**config.mk**
```make
export PLATFORM = sky130hd
export DESIGN_NAME = sorted_priority_queue
export DESIGN_NICKNAME = d
export VERILOG_FILES = /design/src/design/spq_pkg.sv /design/src/design/spq_ctrl.sv /design/src/design/spq_dp.sv /design/src/design/sorted_priority_queue.sv
export SDC_FILE = /design/constraint.sdc
export NUM_CORES = 1
export LEC_CHECK = 0
export BUFFER_PORTS_ARGS = -buffer_cell sky130_fd_sc_hd__buf_2
export CAP_MARGIN = 25
export CORE_MARGIN = 3
export CORE_UTILIZATION = 35
export CTS_CLUSTER_SIZE = 25
export DETAILED_ROUTE_END_ITERATION = 10
export GPL_ROUTABILITY_DRIVEN = 1
export PLACE_DENSITY_LB_ADDON = 0.15
export SETUP_SLACK_MARGIN = 0.3
export SYNTH_ARGS = -nofsm -noshare
export SYNTH_HDL_FRONTEND = slang
export SYNTH_SLANG_ARGS = --single-unit
```
**constraint.sdc**
```tcl
create_clock -name clk -period 7.7 [get_ports clk]
set_input_delay 1.925 -clock clk [delete_from_list [all_inputs] [get_ports clk]]
set_output_delay 1.925 -clock clk [all_outputs]
set_load 0.005 [all_outputs]
```
**src/design/spq_pkg.sv**
```systemverilog
// shared types and constants for the sorted priority queue
`default_nettype none
package spq_pkg;

	localparam int DEPTH  = 8;
	localparam int IDX_W  = $clog2(DEPTH);
	localparam int CNT_W  = $clog2(DEPTH + 1);
	localparam int DATA_W = 32;
	localparam int PRI_W  = 16;

	typedef enum logic [1:0] {
		ST_DONE  = 2'd0,
		ST_FULL  = 2'd1,
		ST_EMPTY = 2'd2
	} status_t;

	typedef enum logic [2:0] {
		S_IDLE,
		S_E_CMP,
		S_E_INS,
		S_D_HEAD,
		S_D_SHIFT
	} state_t;

	typedef enum logic [2:0] {
		RD_ZERO,
		RD_ONE,
		RD_CNT_M1,
		RD_PTR_M2,
		RD_PTR_P1
	} rd_sel_t;

	typedef enum logic [1:0] {
		WR_INSERT,
		WR_SHIFT_DOWN,
		WR_SHIFT_UP
	} wr_sel_t;

	typedef struct packed {
		logic [PRI_W-1:0]  pri;
		logic [DATA_W-1:0] data;
	} entry_t;

	typedef struct packed {
		logic    load;
		logic    ptr_load_cnt;
		logic    ptr_load_one;
		logic    ptr_dec;
		logic    ptr_inc;
		logic    rd_en;
		rd_sel_t rd_sel;
		logic    wr_en;
		wr_sel_t wr_sel;
		logic    head_cap;
		logic    finish;
		status_t fin_status;
		logic    fin_data;
		logic    cnt_inc;
		logic    cnt_dec;
	} cmd_t;

	typedef struct packed {
		logic full;
		logic empty;
		logic cnt_gt1;
		logic gt;
		logic ptr_is_one;
		logic at_end;
		logic next_ok;
	} stat_t;

endpackage
`default_nettype wire

```
**src/design/spq_ctrl.sv**
```systemverilog
// controller state machine for the sorted priority queue
`default_nettype none
module spq_ctrl (
	input  wire logic          clk,
	input  wire logic          arst_n,
	input  wire logic          start,
	input  wire logic          action,
	input  wire spq_pkg::stat_t stat,
	output spq_pkg::cmd_t      cmd,
	output logic               busy
);
	import spq_pkg::*;

	state_t state_q;
	state_t state_next;

	always_ff @(posedge clk or negedge arst_n) begin
		if (!arst_n) begin
			state_q <= S_IDLE;
		end else begin
			state_q <= state_next;
		end
	end

	always_comb begin
		state_next = state_q;
		unique case (state_q)
			S_IDLE: begin
				if (start) begin
					if (!action) begin
						if (stat.full) begin
							state_next = S_IDLE;
						end else if (stat.empty) begin
							state_next = S_E_INS;
						end else begin
							state_next = S_E_CMP;
						end
					end else begin
						state_next = stat.empty ? S_IDLE : S_D_HEAD;
					end
				end
			end
			S_E_CMP: begin
				if (stat.gt) begin
					state_next = stat.ptr_is_one ? S_E_INS : S_E_CMP;
				end else begin
					state_next = S_IDLE;
				end
			end
			S_E_INS:   state_next = S_IDLE;
			S_D_HEAD:  state_next = S_D_SHIFT;
			S_D_SHIFT: state_next = stat.at_end ? S_IDLE : S_D_SHIFT;
			default:   state_next = S_IDLE;
		endcase
	end

	always_comb begin
		cmd            = '0;
		cmd.rd_sel     = RD_ZERO;
		cmd.wr_sel     = WR_INSERT;
		cmd.fin_status = ST_DONE;
		busy           = (state_q != S_IDLE);
		unique case (state_q)
			S_IDLE: begin
				if (start) begin
					cmd.load = 1'b1;
					if (!action) begin
						if (stat.full) begin
							cmd.finish     = 1'b1;
							cmd.fin_status = ST_FULL;
						end else begin
							cmd.ptr_load_cnt = 1'b1;
							if (!stat.empty) begin
								cmd.rd_en  = 1'b1;
								cmd.rd_sel = RD_CNT_M1;
							end
						end
					end else begin
						if (stat.empty) begin
							cmd.finish     = 1'b1;
							cmd.fin_status = ST_EMPTY;
						end else begin
							cmd.rd_en  = 1'b1;
							cmd.rd_sel = RD_ZERO;
						end
					end
				end
			end
			S_E_CMP: begin
				cmd.wr_en = 1'b1;
				if (stat.gt) begin
					// move the lower-priority entry one slot down, prefetch the next one
					cmd.wr_sel  = WR_SHIFT_DOWN;
					cmd.ptr_dec = 1'b1;
					if (!stat.ptr_is_one) begin
						cmd.rd_en  = 1'b1;
						cmd.rd_sel = RD_PTR_M2;
					end
				end else begin
					cmd.wr_sel  = WR_INSERT;
					cmd.finish  = 1'b1;
					cmd.cnt_inc = 1'b1;
				end
			end
			S_E_INS: begin
				cmd.wr_en   = 1'b1;
				cmd.wr_sel  = WR_INSERT;
				cmd.finish  = 1'b1;
				cmd.cnt_inc = 1'b1;
			end
			S_D_HEAD: begin
				cmd.head_cap     = 1'b1;
				cmd.ptr_load_one = 1'b1;
				if (stat.cnt_gt1) begin
					cmd.rd_en  = 1'b1;
					cmd.rd_sel = RD_ONE;
				end
			end
			S_D_SHIFT: begin
				if (stat.at_end) begin
					cmd.finish   = 1'b1;
					cmd.fin_data = 1'b1;
					cmd.cnt_dec  = 1'b1;
				end else begin
					cmd.wr_en   = 1'b1;
					cmd.wr_sel  = WR_SHIFT_UP;
					cmd.ptr_inc = 1'b1;
					if (stat.next_ok) begin
						cmd.rd_en  = 1'b1;
						cmd.rd_sel = RD_PTR_P1;
					end
				end
			end
			default: begin
				busy = 1'b0;
			end
		endcase
	end

endmodule
`default_nettype wire

```
**src/design/spq_dp.sv**
```systemverilog
// datapath for the sorted priority queue: entry memory, pointer, count, result registers
`default_nettype none
module spq_dp (
	input  wire logic                         clk,
	input  wire logic                         arst_n,
	input  wire spq_pkg::cmd_t                cmd,
	input  wire logic [spq_pkg::DATA_W-1:0]   item_data,
	input  wire logic [spq_pkg::PRI_W-1:0]    item_priority,
	output spq_pkg::stat_t                    stat,
	output logic                              done,
	output spq_pkg::status_t                  status,
	output logic [spq_pkg::DATA_W-1:0]        out_data,
	output logic                              now_empty,
	output logic                              now_full
);
	import spq_pkg::*;

	entry_t mem [DEPTH];
	entry_t rd_q;
	entry_t item_q;
	logic [DATA_W-1:0] head_q;
	logic [CNT_W-1:0]  count_q;
	logic [CNT_W-1:0]  ptr_q;
	logic [CNT_W-1:0]  count_next;
	logic [CNT_W-1:0]  cnt_m1;
	logic [CNT_W-1:0]  ptr_m1;
	logic [CNT_W-1:0]  ptr_m2;
	logic [CNT_W-1:0]  ptr_p1;
	logic [IDX_W-1:0]  rd_addr;
	logic [IDX_W-1:0]  wr_addr;
	entry_t            wr_entry;

	logic              done_q;
	status_t           status_q;
	logic [DATA_W-1:0] out_data_q;
	logic              now_empty_q;
	logic              now_full_q;

	assign cnt_m1 = count_q - CNT_W'(1);
	assign ptr_m1 = ptr_q - CNT_W'(1);
	assign ptr_m2 = ptr_q - CNT_W'(2);
	assign ptr_p1 = ptr_q + CNT_W'(1);

	always_comb begin
		stat.full       = (count_q == CNT_W'(DEPTH));
		stat.empty      = (count_q == '0);
		stat.cnt_gt1    = (count_q > CNT_W'(1));
		stat.gt         = (item_q.pri > rd_q.pri);
		stat.ptr_is_one = (ptr_q == CNT_W'(1));
		stat.at_end     = (ptr_q == count_q);
		stat.next_ok    = (ptr_p1 < count_q);
	end

	always_comb begin
		unique case (cmd.rd_sel)
			RD_ZERO:   rd_addr = '0;
			RD_ONE:    rd_addr = IDX_W'(1);
			RD_CNT_M1: rd_addr = cnt_m1[IDX_W-1:0];
			RD_PTR_M2: rd_addr = ptr_m2[IDX_W-1:0];
			RD_PTR_P1: rd_addr = ptr_p1[IDX_W-1:0];
			default:   rd_addr = '0;
		endcase
	end

	always_comb begin
		unique case (cmd.wr_sel)
			WR_INSERT: begin
				wr_addr  = ptr_q[IDX_W-1:0];
				wr_entry = item_q;
			end
			WR_SHIFT_DOWN: begin
				wr_addr  = ptr_q[IDX_W-1:0];
				wr_entry = rd_q;
			end
			WR_SHIFT_UP: begin
				wr_addr  = ptr_m1[IDX_W-1:0];
				wr_entry = rd_q;
			end
			default: begin
				wr_addr  = ptr_q[IDX_W-1:0];
				wr_entry = item_q;
			end
		endcase
	end

	always_ff @(posedge clk) begin
		if (cmd.wr_en) begin
			mem[wr_addr] <= wr_entry;
		end
		if (cmd.rd_en) begin
			rd_q <= mem[rd_addr];
		end
	end

	always_ff @(posedge clk) begin
		if (cmd.load) begin
			item_q.pri  <= item_priority;
			item_q.data <= item_data;
		end
		if (cmd.head_cap) begin
			head_q <= rd_q.data;
		end
	end

	always_comb begin
		count_next = count_q;
		priority if (cmd.cnt_inc) begin
			count_next = count_q + CNT_W'(1);
		end else if (cmd.cnt_dec) begin
			count_next = count_q - CNT_W'(1);
		end
	end

	always_ff @(posedge clk or negedge arst_n) begin
		if (!arst_n) begin
			count_q <= '0;
			ptr_q   <= '0;
			done_q  <= 1'b0;
		end else begin
			count_q <= count_next;
			done_q  <= cmd.finish;
			priority if (cmd.ptr_load_cnt) begin
				ptr_q <= count_q;
			end else if (cmd.ptr_load_one) begin
				ptr_q <= CNT_W'(1);
			end else if (cmd.ptr_dec) begin
				ptr_q <= ptr_m1;
			end else if (cmd.ptr_inc) begin
				ptr_q <= ptr_p1;
			end
		end
	end

	always_ff @(posedge clk) begin
		if (cmd.finish) begin
			status_q    <= cmd.fin_status;
			out_data_q  <= cmd.fin_data ? head_q : '0;
			now_empty_q <= (count_next == '0);
			now_full_q  <= (count_next == CNT_W'(DEPTH));
		end
	end

	assign done      = done_q;
	assign status    = status_q;
	assign out_data  = out_data_q;
	assign now_empty = now_empty_q;
	assign now_full  = now_full_q;

endmodule
`default_nettype wire

```
**src/design/sorted_priority_queue.sv**
```systemverilog
// top level of the sorted priority queue: controller plus datapath
// enqueue: start loads the item, then each entry of lower priority moves one slot down before the insert;
// dequeue: the head is captured, then every later entry moves up one slot; rejects finish straight from idle
// busy is low again in the cycle done shows, so the next start is taken at its closing edge
// the rate is set by the walk over the entry memory, one read and one write a cycle
// arst_n clears the entry count, pointer, state and done strobe; memory contents stay unknown
`default_nettype none
module sorted_priority_queue (
	input  wire logic                              clk,
	input  wire logic                              arst_n,
	input  wire logic                              start,
	output logic                                   busy,
	input  wire logic                              action,
	input  wire logic signed [spq_pkg::DATA_W-1:0] item_data,
	input  wire logic [spq_pkg::PRI_W-1:0]         item_priority,
	output logic                                   done,
	output logic [1:0]                             status,
	output logic signed [spq_pkg::DATA_W-1:0]      out_data,
	output logic                                   now_empty,
	output logic                                   now_full
);
	import spq_pkg::*;

	cmd_t              cmd;
	stat_t             stat;
	status_t           status_w;
	logic [DATA_W-1:0] out_data_w;

	spq_ctrl u_ctrl (
		.clk    (clk),
		.arst_n (arst_n),
		.start  (start),
		.action (action),
		.stat   (stat),
		.cmd    (cmd),
		.busy   (busy)
	);

	spq_dp u_dp (
		.clk           (clk),
		.arst_n        (arst_n),
		.cmd           (cmd),
		.item_data     (item_data),
		.item_priority (item_priority),
		.stat          (stat),
		.done          (done),
		.status        (status_w),
		.out_data      (out_data_w),
		.now_empty     (now_empty),
		.now_full      (now_full)
	);

	assign status   = status_w;
	assign out_data = out_data_w;

endmodule
`default_nettype wire

```
# Word level (Yosys, flattened, before mapping)
# Memory sizes are Yosys's and may differ from the RTL's. A register that Yosys moved wholly into a read port is not among the register bits.
# Index checks and enable logic that the tools add are counted.
totals:
  ff_bits: 128
  ramBits: 384
  in_bits: 52
  elab_cells: 94
  n_memories: 1
memory_table:
  columns: ["name", "depth", "word_bits", "read_ports", "rd_ports_with_merged_regs", "wr", "line_no", "source"]
  rows:
  - ["u_dp.mem", 8, 48, 1, 1, 1, "spq_dp.sv:18", "entry_t mem [DEPTH];"]
classes:
  n_addsub: 5
  order_cmp: 3
  eq_ne: 15
  muxes: 51
  n_reduce_logical: 8
op_table:
  columns: ["operator", "count"]
  rows:
  - ["$mux W4", 15]
  - ["$mux W48", 1]
  - ["$mux W3", 10]
  - ["$pmux W3 S4", 2]
  - ["$gt A16 B16 Y1", 1]
  - ["$pmux W4 S4", 1]
  - ["$mux W1", 13]
  - ["$eq A3 B2 Y1 const B", 4]
  - ["$mux W2", 5]
  - ["$pmux W3 S3", 1]
  - ["$add A4 B1 Y4 const B", 2]
  - ["$eq A4 B4 Y1 const B", 2]
  - ["$logic_not A4 Y1", 2]
  - ["$mux W8", 1]
  - ["$sub A4 B1 Y4 const B", 2]
  - ["$eq A3 B1 Y1 const B", 2]
  - ["$eq A3 B3 Y1 const B", 2]
  - ["$reduce_or A5 Y1", 1]
  - ["$eq A4 B1 Y1 const B", 1]
  - ["$eq A4 B4 Y1", 1]
  - ["$gt A4 B1 Y1 const B", 1]
  - ["$lt A4 B4 Y1", 1]
  - ["$pmux W1 S4", 1]
  - ["$reduce_bool A4 Y1", 1]
  - ["9 further kinds", 9]

# Longest topological paths before layout
# Gate-level depths: netlist of run 1.
depth:
  depth_word: 9
  ltp_mapped: 15
  depth_no_buf: 13

# Hierarchy
# A second synthesis of run 1 with hierarchy kept.
unflattened:
  cells_unflattened: 1222
  hier_area_um2: 22422.8
modules_own_cells:
  columns: ["module", "n_inst", "cells_each", "area_per_inst_um2"]
  rows:
  - ["spq_dp", 1, 1169, 22016.1]
  - ["spq_ctrl", 1, 53, 406.6]

# Worst setup path before layout of run 1
# OpenSTA, ideal clock, no wires.
synth_path:
  path_kind: "reg2reg"
  start: "register u_dp.item_q[47] in the netlist's numbering"
  end: "memory u_dp.mem[1][0] in the netlist's numbering (enable)"
  setup_time_ps: 454
  arrival_ps: 4774
  t_required_ps: 7246
  setup_slack_ps: 2472
  path_stages_with_launch: 13
  period_less_slack_ps: 5228
  path_cell_list: "edfxtp_1 ha_1 nand4_1 a2111o_1 a31oi_2 buf_4 buf_2 and2_1 inv_1 ha_1 xnor2_1 nand2b_1 nor2_1"
synth_via:
  elab_chain_cells: 5
synth_rtl:
  columns: ["item", "line_no", "source"]
  rows:
  - ["start: declaration", "spq_dp.sv:20", "entry_t item_q;"]
  - ["$gt A16 B16 Y1", "spq_dp.sv:48", "stat.gt = (item_q.pri > rd_q.pri);"]
  - ["$mux W1", "spq_ctrl.sv:91", "if (stat.gt) begin"]
  - ["$pmux W3 S3", "spq_ctrl.sv:63", "unique case (state_q)"]
  - ["$eq A2 B2 Y1", "spq_dp.sv:66", "unique case (cmd.wr_sel)"]
  - ["$mux W3", "spq_dp.sv:66", null]
  - ["end: declaration", "spq_dp.sv:18", null]
# Every way passes these cells.

# Worst setup path after layout of run 1
layout_path:
  start: "register u_dp.item_q[47] in the netlist's numbering"
  end: "register, netlist name u_dp.rd_q[23]"
layout_via:
  elab_chain_cells: 5
  word_cells_on_any_way: 8
  classes_between: "order compare: 1; eq/ne: 4; mux: 3"
layout_rtl:
  columns: ["item", "line_no", "source"]
  rows:
  - ["$gt A16 B16 Y1 *", "spq_dp.sv:48", null]
  - ["$mux W4 *", "spq_ctrl.sv:91", null]
  - ["$pmux W4 S4 *", "spq_ctrl.sv:63", null]
  - ["$eq A3 B3 Y1, or another cell as far along", "spq_dp.sv:55", "unique case (cmd.rd_sel)"]
  - ["$pmux W3 S4", "spq_dp.sv:55", null]
# Every way passes the cells marked *; elsewhere a longest branch is shown, timed or not.
# A chain may end at the register's enable or synchronous reset.

==> summary.md, run 1 <==
| Metric | Value |
|---|---|
| Status | `finished, final reports clean` |
| Layout net count | `between 1500 and 2000` |
| Final slew viol count | `0` |
| Setup violators final | `0` |
| Most frequent cells in the layout | `edfxtp_1 (548), inv_1 (221), a211oi_1 (196)` |
| Category of the worst setup path launch point | `flip-flop` |
| Row Count | `94` |
| Switching part of the total power | `0.3964` |
| Final global-route overflow total | `0` |
| Crit path max-delay cell type | `a31o_4` |
| First-pass GRT wire length | `~96 mm` |
| Average wire per standard cell | `~24 microns` |
| Fin crit share | `0.6394` |
| Tightest Hold Check Type | `flip-flop to flip-flop` |
| Sum of net half-perimeters after detailed placement | `about 31 mm` |
| Number of optimization iterations in the first detailed-route pass | `5` |
| Skew final | `approximately 0.0085 ns` |
| Average cell area after synthesis | `~14 sq um` |
| Crit path capture type | `flip-flop` |
| Post-Syn Nets | `approximately 1700` |
| Final sum of negative setup slack | `0 ns` |
| Total number of vias | `14610` |
| Layout area overhead | `12.83%` |
| Crit path kind | `flip-flop to flip-flop` |
| Total Power Consumption | `13.04 mW` |
| GR Util All Layers | `0.1772` |
| Global placement routability congestion | `about 0.79` |
| Post-synthesis sequential area ratio | `0.7038` |
| Max rail drop VDD | `roughly 0.47 mV` |
| CP delay by family, top | `compound AO/OA/AOI/OAI gates` |
| Number of remaining DRC errors | `0` |
| Most frequently used flop master after synthesis | `edfxtp_1` |
| Switching power summed over all nets | `5.170 mW` |
| Number of synthesized flops with an enable pin | `548` |
| Pin count of the biggest net entering global routing | `203` |
| Worst-skew pair later-pin latency | `roughly 0.62 ns` |
| Synth Warn # | `0` |
| Post-synthesis async set-or-reset flop share | `0.02143` |
| Number of cell instances on the worst register-to-register path | `9` |
| Cts hold-fix bufs | `0` |
| Number of cells upsized or downsized after cts | `0` |
| Setup fix buffers added after clock tree synthesis | `0` |
| Standard cell core area | `about 67000 sq um` |
| Post-layout util | `0.4035` |
| Number of hold violations in the final report | `0` |
| CTS sink cnt | `560` |
| Vias in the first global route | `roughly 15000` |
| DRT antenna net count | `0` |
| Number of fillers in the final layout | `between 6000 and 7000` |
| Proportion of layout cells with a drive suffix above 1 | `0.1479` |
| Buffer type at the clock tree root | `clkbuf_16` |
| Flop2flop setup slack | `around 2.8 ns` |
| Crit path buffers/inverters | `2` |
| Part of the power in the clock network | `0.206` |
| Number of non-filler instances in the completed layout | `roughly 2600` |
| Number of storage elements in the synthesis netlist | `560` |
| Cells after Synth | `roughly 1700` |
| Power Density | `485.6 nW/um^2` |
| Cts bufs inserted | `60` |
| Clock-pin slew on the worst setup and hold paths | `0.06 ns` |
| Min Tclk post-route | `roughly 5 ns` |
| Clock Path Buffers | `3` |
| TritonCTS clock tree | `done` |
| Max Fclk | `0.2031 GHz` |
| Cells traversed along the worst timing path | `ha_1 -> nand4_1 -> a2111o_1 -> a31oi_4 -> buf_12 -> a31o_4 -> buf_4 -> a2111oi_0 -> nor4_1` |
| Leading cell type in the layout, fill and taps excluded | `edfxtp_1` |
| Post-synthesis cell area | `about 24000 sq um` |
| Transition at the pin with the smallest max-transition slack | `about 1.2 ns` |
| Delay of the slowest cell on the worst path | `between 0.8 and 0.9 ns` |
| Standby leakage power | `just over 9 nW` |
| Required time of the worst setup path | `8.12 ns` |
| Critical Path Fanout Max | `202` |
| Max-cap viol count | `0` |
| Routed wire length | `approximately 64 mm` |
| Number of placed cells counting well taps | `approximately 2500` |
| Comb power frac | `0.372` |
| Sequential share of power | `0.422` |
| Unrepaired setup endpoints after global routing | `no` |
| IO Port Bufs | `~90` |
| Via-to-Cell Ratio | `5.613` |
| H-tree depth reported by CTS | `2` |
| Count of different cell masters after synthesis | `55` |
| Die Y | `roughly 270 microns` |
| Horizontal die dimension | `roughly 270 microns` |
| Worst rel slew slack | `0.2059` |
| Number of placed I/O pins | `90` |
| Initial core utilization | `0.3576` |
| Cells on Worst Hold Path | `0` |
| Arrival time at the worst endpoint | `~5.3 ns` |
| Cell internal pwr | `7.873 mW` |
| Violation count after the first detailed-route iteration | `about 1100` |
| Total die area | `slightly above 70000 sq um` |
| Antenna violations before repair | `2` |
| Number of cells on the critical path | `9` |
## per-layer routing
layer | vias up | wire length [microns] | GRT usage | share of wire
met5 | - | 0 | 0 | 0
met4 | 0 | 1529 | 0.05202 | 0.024
met3 | 120 | 3502 | 0.02609 | 0.055
met2 | 422 | 30100 | 0.2893 | 0.47
met1 | 7432 | 28600 | 0.2464 | 0.45
li1 | 6636 | - | - | -
## final cells by class
type                    instances  area, sq um  area share
clock inverters                37        222.7    0.008291
inverters                     223        837.1     0.03116
flip-flops and latches        560        16760      0.6238
multi-input cells             722         5654      0.2105
diodes                          1        2.502  0.00009316
clock buffers                  73         1572     0.05851
repair buffers                123        735.7     0.02739
well taps                     864         1081     0.04025
## sequential cells by signal (all words and copies together) (netlist names)
signal          count
u_ctrl.state_q      3
u_dp.count_q        4
u_dp.done           1
u_dp.head_q        32
u_dp.item_q        48
u_dp.mem          384
u_dp.now_empty      1
u_dp.now_full       1
u_dp.out_data      32
u_dp.ptr_q          4
u_dp.rd_q          48
u_dp.status         2
## worst register-to-register path, delay by kind of cell, from the launching register on
family / cells / cell delay [ns]
compound gates: 4 / 1.97
buf+inv: 2 / 1.32
simple gates: 2 / 0.62
flops: 1 / 0.46
fa+ha+maj: 1 / 0.36
## worst paths after layout
| path | from | end |
|---|---|---|
| min in group asynchronous | arst_n | u_dp.ptr_q[2]$_DFFE_PN0P_ |
| worst min-delay path | u_dp.rd_q[8]$_DFFE_PP_ | u_dp.head_q[8]$_DFFE_PN_ |
| worst min register to register | u_dp.rd_q[8]$_DFFE_PP_ | u_dp.head_q[8]$_DFFE_PN_ |
| max in group asynchronous | arst_n | u_dp.done$_DFF_PN0_ |
| worst max-delay path | u_dp.item_q[47]$_DFFE_PP_ | u_dp.rd_q[23]$_DFFE_PP_ |
| worst max register to register | u_dp.item_q[47]$_DFFE_PP_ | u_dp.rd_q[23]$_DFFE_PP_ |
## synthesized netlist by cell type (2+ instances only)
cell | n | area share
edfxtp_1 | 548 | 0.69
inv_1 | 223 | 0.035
a211oi_1 | 196 | 0.062
a2111oi_0 | 192 | 0.071
clkbuf_1 | 80 | 0.013
nor4_1 | 52 | 0.014
buf_2 | 41 | 0.0086
nand2_1 | 38 | 0.0060
and3_1 | 36 | 0.0095
mux2_2 | 33 | 0.016
ha_1 | 30 | 0.016
o21ai_0 | 27 | 0.0057
nor2_1 | 24 | 0.0038
buf_4 | 20 | 0.0063
a21oi_1 | 15 | 0.0032
dfrtp_1 | 12 | 0.013
nor3_1 | 8 | 0.0017
xnor2_1 | 7 | 0.0026
nand2b_1 | 6 | 0.0016
nand4_1 | 5 | 0.0013
nor2b_1 | 5 | 0.0013
o22ai_1 | 5 | 0.0013
nand3_1 | 4 | 0.00084
and2_1 | 3 | 0.00079
xor2_1 | 3 | 0.0011
a22oi_1 | 2 | 0.00063
a31o_2 | 2 | 0.00074
a31oi_2 | 2 | 0.0011
buf_1 | 2 | 0.00032
buf_6 | 2 | 0.00095
nand3b_1 | 2 | 0.00063
o211ai_1 | 2 | 0.00063
## power groups by stage
stage / sequential [mW] / combinational (mW) / clock [mW]
after detailed placement: 5.57 / 4.90 / 0
after CTS: 5.52 / 4.91 / 2.76
after global routing: 5.60 / 5.34 / 2.88
final: 5.51 / 4.85 / 2.68
after global placement: 5.55 / 4.85 / 0
after floorplan: 5.44 / 3.15 / 0
## through the flow
| step | hold WS, ns | instance area [sq um] | worst slack [ns] |
|---|---|---|---|
| floorplan | 0.4222 | 23810 | 2.472 |
| global placement | 0.4238 | 25060 | 2.615 |
| detailed placement | 0.4311 | 25060 | 2.562 |
| CTS | 0.4417 | 26860 | 2.774 |
| global route | 0.4519 | 26860 | 2.541 |
| finish | 0.4403 | 26860 | 2.777 |
## logic make-up after synthesis
group / synth area share
AOI/OAI and AO/OA: 0.1523
DFF: 0.7038
muxes: 0.01603
adders and majority gates: 0.01577
xor gates and xnor gates: 0.003679
buffers and inverters: 0.06396
and+or+nand+nor: 0.04446
No activity file was read; power rests on OpenSTA's default activity.
==> run 2: changes to the inputs <==
==> constraint.sdc (replaced) <==
create_clock -name clk -period 4.65 [get_ports clk]
set_input_delay 1.1625 -clock clk [delete_from_list [all_inputs] [get_ports clk]]
set_output_delay 1.1625 -clock clk [all_outputs]
set_load 0.005 [all_outputs]
==> summary.md, run 2 (synthesis gave the netlist of run 1 again) <==
| Metric | Value |
|---|---|
| Via-to-Cell Ratio | `5.590` |
| Final sum of negative setup slack | `0 ns` |
| Power Density | `roughly 800 nW/um^2` |
| CTS sink cnt | `560` |
| Max-cap viol count | `0` |
| Worst slack at placement | `0.5645 ns` |
| Clock-pin slew on the worst setup and hold paths | `about 0.06 ns` |
| Buffer type at the clock tree root | `clkbuf_16` |
| Max Fclk | `approximately 0.25 GHz` |
| Layout area overhead | `15.34%` |
| Switching part of the total power | `0.3872` |
| First-pass GRT wire length | `94.99 mm` |
| Crit path capture type | `flip-flop` |
| Number of optimization iterations in the first detailed-route pass | `5` |
| Final worst slack | `between 0.6 and 0.7 ns` |
| Row Count | `94` |
| Number of fillers in the final layout | `about 6000` |
| Most frequent cells in the layout | `edfxtp_1 (548), inv_1 (221), a211oi_1 (196)` |
| Critical Path Fanout Max | `100` |
| Antenna violations before repair | `2` |
| Cell internal pwr | `about 14 mW` |
| TritonCTS clock tree | `done` |
| Horizontal die dimension | `between 200 and 300 microns` |
| Part of the power in the clock network | `0.200` |
| Min Tclk post-route | `just over 4 ns` |
| Top reg by flops | `u_dp.mem` |
| Skew final | `0.01786 ns` |
| Switching power summed over all nets | `approximately 8.6 mW` |
| Proportion of layout cells with a drive suffix above 1 | `0.1657` |
| Crit path kind | `flip-flop to flip-flop` |
| Cts bufs inserted | `59` |
| DRT antenna net count | `0` |
| Comb power frac | `0.391` |
| H-tree depth reported by CTS | `2` |
| Pin count of the biggest net entering global routing | `between 100 and 150` |
| Max rail drop VDD | `around 0.60 mV` |
| Number of cells upsized or downsized after cts | `0` |
| Average wire per standard cell | `23.80 microns` |
| Required time of the worst setup path | `about 5.0 ns` |
| Global placement routability congestion | `approximately 0.83` |
| Total number of vias | `about 15000` |
| Violation count after the first detailed-route iteration | `roughly 1200` |
| Transition at the pin with the smallest max-transition slack | `roughly 0.8 ns` |
| Unrepaired setup endpoints after global routing | `no` |
| Final global-route overflow total | `0` |
| Flop2flop setup slack | `about 0.63 ns` |
| Standard cell core area | `between 60000 and 70000 sq um` |
| Total die area | `roughly 70000 sq um` |
| Max FFs per register | `approximately 380` |
| Vias in the first global route | `between 10000 and 15000` |
| Category of the worst setup path launch point | `flip-flop` |
| Number of remaining DRC errors | `0` |
| Post-layout util | `0.4125` |
| Die Y | `266.8 microns` |
| Number of hold violations in the final report | `0` |
| Fin crit share | `0.8655` |
| Clock Path Buffers | `3` |
| Cts hold-fix bufs | `0` |
| Sum of net half-perimeters after detailed placement | `32.84 mm` |
| Tightest Hold Check Type | `input pin to async pin` |
| Crit path max-delay cell type | `buf_4` |
| Largest registers | `u_dp.mem (384), u_dp.item_q (48), u_dp.rd_q (48)` |
| Initial core utilization | `0.3576` |
| Setup fix buffers added after clock tree synthesis | `0` |
| Sequential share of power | `0.409` |
| Antenna diode count | `0` |
| Final slew viol count | `0` |
| Worst rel slew slack | `0.4602` |
| Layout net count | `~1800` |
| IO Port Bufs | `between 80 and 90` |
| Cells traversed along the worst timing path | `ha_1 -> nor2b_1 -> o211ai_1 -> a2111o_1 -> a31oi_4 -> buf_12 -> buf_4 -> a211oi_1 -> a2111oi_0 -> nor4_1` |
| GR Util All Layers | `0.1747` |
| Leading cell type in the layout, fill and taps excluded | `edfxtp_1` |
| Status | `finished, final reports clean` |
| Standby leakage power | `~9.5 nW` |
| Arrival time at the worst endpoint | `between 4 and 5 ns` |
| Delay of the slowest cell on the worst path | `0.67 ns` |
| Worst-skew pair later-pin latency | `0.62 ns` |
| Setup violators final | `0` |
| Number of placed I/O pins | `90` |
| Routed wire length | `~63 mm` |
==> run 2: cell count changes in the layout (fill, tap and decap cells not counted), sizes merged <==
cell,previous run,this run
buf,123,160
clkinv,35,18
clkbuf,73,82
diode,1,0
inv,223,224
==> run 2: power groups by stage <==
stage / logic, mW / clock network, mW / registers, mW
2_1_floorplan: 5.25 / 0 / 8.98
3_3_place_gp: 8.62 / 0 / 9.14
3_5_place_dp: 8.71 / 0 / 9.16
4_1_cts: 8.74 / 4.57 / 9.06
5_1_grt: 9.48 / 4.78 / 9.20
6_report: 8.65 / 4.43 / 9.05
==> run 2: cell type report <==
class	count	area (sq um)	area share
inverters	223	837.1	0.03048
repair buffers	160	1341	0.04885
multi-input cells	722	5654	0.2059
clock buffers	82	1634	0.05951
flip-flops and latches	560	16760	0.6102
clock inverters	21	155.1	0.005650
well taps	864	1081	0.03937
==> run 2: final timing paths <==
check                                     startpoint                        end  cells after the start
max                        u_dp.item_q[33]$_DFFE_PP_    u_dp.rd_q[47]$_DFFE_PP_                     10
min                                           arst_n  u_dp.count_q[2]$_DFF_PN0_                      1
max reg2reg                u_dp.item_q[33]$_DFFE_PP_    u_dp.rd_q[47]$_DFFE_PP_                     10
min reg2reg                   u_dp.rd_q[5]$_DFFE_PP_   u_dp.head_q[5]$_DFFE_PN_                      0
max in group asynchronous                     arst_n  u_dp.ptr_q[1]$_DFFE_PN0P_                      1
min in group clk              u_dp.rd_q[5]$_DFFE_PP_   u_dp.head_q[5]$_DFFE_PN_                      0
==> run 2: metal layers <==
| layer | track usage | part of all wire | wire, microns |
|---|---|---|---|
| met5 | 0 | 0 | 0 |
| met4 | 0.04742 | 0.021 | 1316 |
| met3 | 0.02452 | 0.056 | 3522 |
| met2 | 0.2803 | 0.47 | 29270 |
| met1 | 0.2497 | 0.46 | 28520 |
==> run 2: critical path: cells and delay by family (launching register included) <==
family | cells | cell delay [ns]
AO/OA/AOI/OAI | 5 | 1.60
adder cells (fa/ha/maj) | 1 | 0.30
buffers and inverters | 2 | 1.15
flip-flops | 1 | 0.39
AND/OR/NAND/NOR | 2 | 0.25
==> run 2: stage by stage <==
step                hold slack (ns)  cell area (sq um)  total power, mW  std cells
floorplan                    0.4222              23830            14.23       1650
global placement             0.4239              25640            17.76       2527
detailed placement           0.4314              25640            17.87       2527
CTS                          0.4034              27430            22.38       2630
global route                 0.4280              27460            23.46       2632
finish                       0.4371              27460            22.14       2632
==> run 3: changes to the inputs <==
--- a/config.mk
+++ b/config.mk
@@ -12,8 +12,9 @@
 export CTS_CLUSTER_SIZE = 25
 export DETAILED_ROUTE_END_ITERATION = 10
 export GPL_ROUTABILITY_DRIVEN = 1
-export PLACE_DENSITY_LB_ADDON = 0.15
+export PLACE_DENSITY = 0.5
 export SETUP_SLACK_MARGIN = 0.3
 export SYNTH_ARGS = -nofsm -noshare
 export SYNTH_HDL_FRONTEND = slang
+export SYNTH_HIERARCHICAL = 1
 export SYNTH_SLANG_ARGS = --single-unit
==> summary.md, run 3 <==
| Metric | Value |
|---|---|
| Delay of the slowest cell on the worst path | `between 0.3 and 0.4 ns` |
| Number of synthesized flops with an enable pin | `roughly 550` |
| Clock-pin slew on the worst setup and hold paths | `0.07 ns` |
| Top post-synthesis cells by area | `edfxtp_1 (73%), mux2i_1 (8.6%), a221oi_2 (2.8%), a22o_1 (2.1%), ha_1 (1.7%)` |
| Violation count after the first detailed-route iteration | `700` |
| Routed wire length | `49.65 mm` |
| Global placement routability congestion | `between 0.7 and 0.8` |
| Post-synthesis sequential area ratio | `0.7473` |
| Category of the worst setup path launch point | `flip-flop` |
| Final slew viol count | `0` |
| Fin crit share | `0.8783` |
| Horizontal die dimension | `between 200 and 300 microns` |
| Cell type with the highest aggregate area in the netlist | `edfxtp_1` |
| Clock Path Buffers | `3` |
| Unrepaired setup endpoints after global routing | `no` |
| Most frequent cells in the layout | `edfxtp_1 (548), mux2i_1 (193), buf_2 (89)` |
| Fraction of post-synthesis cell area in the top cell type by area | `0.7339` |
| H-tree depth reported by CTS | `2` |
| Antenna violations before repair | `1` |
| Final sum of negative setup slack | `0 ns` |
| Crit path capture type | `flip-flop` |
| Buffer type at the clock tree root | `clkbuf_16` |
| Count of different cell masters after synthesis | `60` |
| Post-synthesis async set-or-reset flop share | `0.02143` |
| Number of storage elements in the synthesis netlist | `560` |
| Cells after Synth | `1222` |
| Power Density | `slightly below 800 nW/um^2` |
| Comb power frac | `0.366` |
| Cell repeated most along the worst path | `buf_4` |
| Worst hold slack across all endpoints | `0.4239 ns` |
| Standard cell core area | `about 63000 sq um` |
| TritonCTS clock tree | `done` |
| CP delay by family, top | `compound AO/OA/AOI/OAI gates` |
| Area taken by multi-input logic gates | `around 5300 sq um` |
| Post-synthesis cell area | `between 20000 and 25000 sq um` |
| Initial core utilization | `0.3548` |
| Total number of vias | `between 10000 and 15000` |
| Max-cap viol count | `0` |
| Average cell area after synthesis | `approximately 18 sq um` |
| Synth Warn # | `6` |
| Cell internal pwr | `13.64 mW` |
| Number of placed I/O pins | `90` |
| Vias in the first global route | `between 10000 and 15000` |
| Required time of the worst setup path | `~5 ns` |
| Min Tclk post-route | `slightly above 4 ns` |
| Post-Syn Nets | `1304` |
| Number of hold violations in the final report | `0` |
| Max rail drop VDD | `between 0.4 and 0.5 mV` |
| Sum of net half-perimeters after detailed placement | `about 27 mm` |
| Standby leakage power | `roughly 10 nW` |
| CTS sink cnt | `560` |
| Via-to-Cell Ratio | `4.909` |
| Arrival time at the worst endpoint | `around 4.4 ns` |
| IO Port Bufs | `about 90` |
| Cells traversed along the worst timing path | `inv_1 -> ha_1 -> nand3_1 -> o21bai_1 -> a31oi_1 -> o31a_1 -> a2bb2oi_4 -> and4bb_4 -> nand2b_1 -> o41ai_2 -> nor4b_2 -> a311oi_4 -> buf_4 -> buf_4 -> buf_6 -> mux2i_1 -> a22o_1 -> a221oi_2` |
| Number of remaining DRC errors | `0` |
| Average wire per standard cell | `21.99 microns` |
| Layout area overhead | `17.11%` |
| Tightest Hold Check Type | `input pin to async pin` |
| First-pass GRT wire length | `about 74 mm` |
| Cts bufs inserted | `a little over 60` |
| Worst rel slew slack | `0.3657` |
| Cell with the most instances after synthesis | `edfxtp_1` |
| Worst-skew pair later-pin latency | `around 0.63 ns` |
| Critical Path Fanout Max | `26` |
| Final global-route overflow total | `0` |
| Max FFs per register | `about 380` |
| Layout net count | `1445` |
| Number of optimization iterations in the first detailed-route pass | `5` |
| Switching power summed over all nets | `6.907 mW` |
| Crit path kind | `flip-flop to flip-flop` |
| GR Util All Layers | `0.1473` |
| Setup violators final | `0` |
| Crit path buffers/inverters | `4` |
| Part of the power in the clock network | `0.226` |
| Leading cell type in the layout, fill and taps excluded | `edfxtp_1` |
| Cts hold-fix bufs | `0` |
| Switching part of the total power | `0.3361` |
| Skew final | `around 0.031 ns` |
| Storage element area | `16760 sq um` |
| Most frequently used flop master after synthesis | `edfxtp_1` |
| List of most frequent post-synthesis cells | `edfxtp_1 (548), mux2i_1 (193), a22o_1 (53)` |
| Transition at the pin with the smallest max-transition slack | `approximately 0.94 ns` |
| DRT antenna net count | `0` |
| Max Fclk | `0.2449 GHz` |
| Total die area | `67140 sq um` |
| Sequential share of power | `0.409` |
| Proportion of layout cells with a drive suffix above 1 | `0.2360` |
| Top reg by flops | `u_dp/mem` |
| Die Y | `259.1 microns` |
| Number of fillers in the final layout | `between 5000 and 6000` |
| Largest registers | `u_dp/mem (384), u_dp/item_q (48), u_dp/rd_q (48)` |
| Row Count | `~90` |
| Crit path max-delay cell type | `edfxtp_1` |
| Status | `finished, final reports clean` |
| Pin count of the biggest net entering global routing | `54` |
-- run 3: cell types whose count changed after synthesis, moves of 15 or more --
cell | before | now
a2111oi_0 | 192 | 0
and3_1 | 36 | 4
buf_4 | 20 | 5
a211oi_1 | 196 | 0
mux2i_1 | 1 | 193
buf_2 | 41 | 17
nor4_1 | 52 | 2
a221oi_2 | 0 | 42
and2_1 | 3 | 35
clkbuf_1 | 80 | 20
inv_1 | 223 | 29
a22o_1 | 0 | 53
-- run 3: worst paths after layout --
kind                                        endpoint  slack, ns               startpoint  cells past startpoint
setup / recovery             u_dp/rd_q[44]$_DFFE_PP_       0.57  u_dp/rd_q[39]$_DFFE_PP_                     18
hold / removal                   u_dp/done$_DFF_PN0_       0.42                   arst_n                      1
setup reg to reg             u_dp/rd_q[44]$_DFFE_PP_       0.57  u_dp/rd_q[39]$_DFFE_PP_                     18
hold reg to reg             u_dp/head_q[3]$_DFFE_PP_       0.44   u_dp/rd_q[3]$_DFFE_PP_                      0
max in group asynchronous  u_dp/ptr_q[3]$_DFFE_PN0P_       4.00                   arst_n                      1
min in group clk            u_dp/head_q[3]$_DFFE_PP_       0.44   u_dp/rd_q[3]$_DFFE_PP_                      0
-- run 3: worst reg2reg max path, stage by stage (launching register included) --
cell and delay, ns:
edfxtp_1 0.37, inv_1 0.06, ha_1 0.29, nand3_1 0.09, o21bai_1 0.17, a31oi_1 0.23
o31a_1 0.21, a2bb2oi_4 0.24, and4bb_4 0.32, nand2b_1 0.10, o41ai_2 0.14, nor4b_2 0.14
a311oi_4 0.37, buf_4 0.20, buf_4 0.13, buf_6 0.33, mux2i_1 0.24, a22o_1 0.16
a221oi_2 0.04
-- run 3: power groups by stage --
stage / clock network (mW) / logic (mW) / registers (mW)
2_1_floorplan: 0 / 5.18 / 8.40
3_3_place_gp: 0 / 7.48 / 8.49
3_5_place_dp: 0 / 7.58 / 8.50
4_1_cts: 4.78 / 7.60 / 8.42
5_1_grt: 4.99 / 8.23 / 8.52
6_report: 4.64 / 7.51 / 8.40
-- run 3: kinds of logic after synthesis --
family,Yosys count,synth area share
AO/OA/AOI/OAI,157,0.06735
XOR/XNOR,15,0.005859
adder cells (fa/ha/maj),30,0.01674
buffers and inverters,92,0.02394
flip-flops,560,0.7473
multiplexers,226,0.1027
AND/OR/NAND/NOR,142,0.03610
-- run 3: timing repair --
| action | CTS | global route |
|---|---|---|
| gates resized for setup | 2 | 8 |
| buffers inserted | 0 | 2 |
| pin swaps | 0 | 2 |
| gates cloned | 0 | 1 |
| setup endpoints to repair | 23 | 42 |
-- run 3: area by class of cell --
type	instances	share of cell area
Timing Repair Buffer	140	0.04250
Clock inverter	35	0.01239
Multi-Input combinational cell	570	0.2012
Antenna cell	1	0.00009530
Tap cell	846	0.04031
Inverter	30	0.004336
Clock buffer	76	0.06109
Sequential cell	560	0.6381
-- run 3: stage by stage --
stage / utilization / area [sq um] / std cells / total power [mW] / setup WS [ns]
6_report: 0.4155 / 26260 / 2258 / 20.55 / 0.5661
5_1_grt: 0.4155 / 26260 / 2257 / 21.74 / 0.3010
3_5_place_dp: 0.3837 / 24250 / 2143 / 16.08 / 0.2300
3_3_place_gp: 0.3837 / 24250 / 2143 / 15.97 / 0.3192
2_1_floorplan: - / 22430 / 1222 / 13.58 / -0.1722
4_1_cts: 0.4144 / 26190 / 2254 / 20.80 / 0.4099
-- run 3: routing by layer --
| metal | up-vias | routed length [microns] | part of all wire | GRT usage |
|---|---|---|---|---|
| met5 | - | 0 | 0 | 0 |
| met4 | 0 | 903 | 0.018 | 0.03821 |
| met3 | 64 | 1700 | 0.034 | 0.02175 |
| met2 | 190 | 24160 | 0.49 | 0.2464 |
| met1 | 5682 | 22890 | 0.46 | 0.2017 |
| li1 | 5149 | - | - | - |
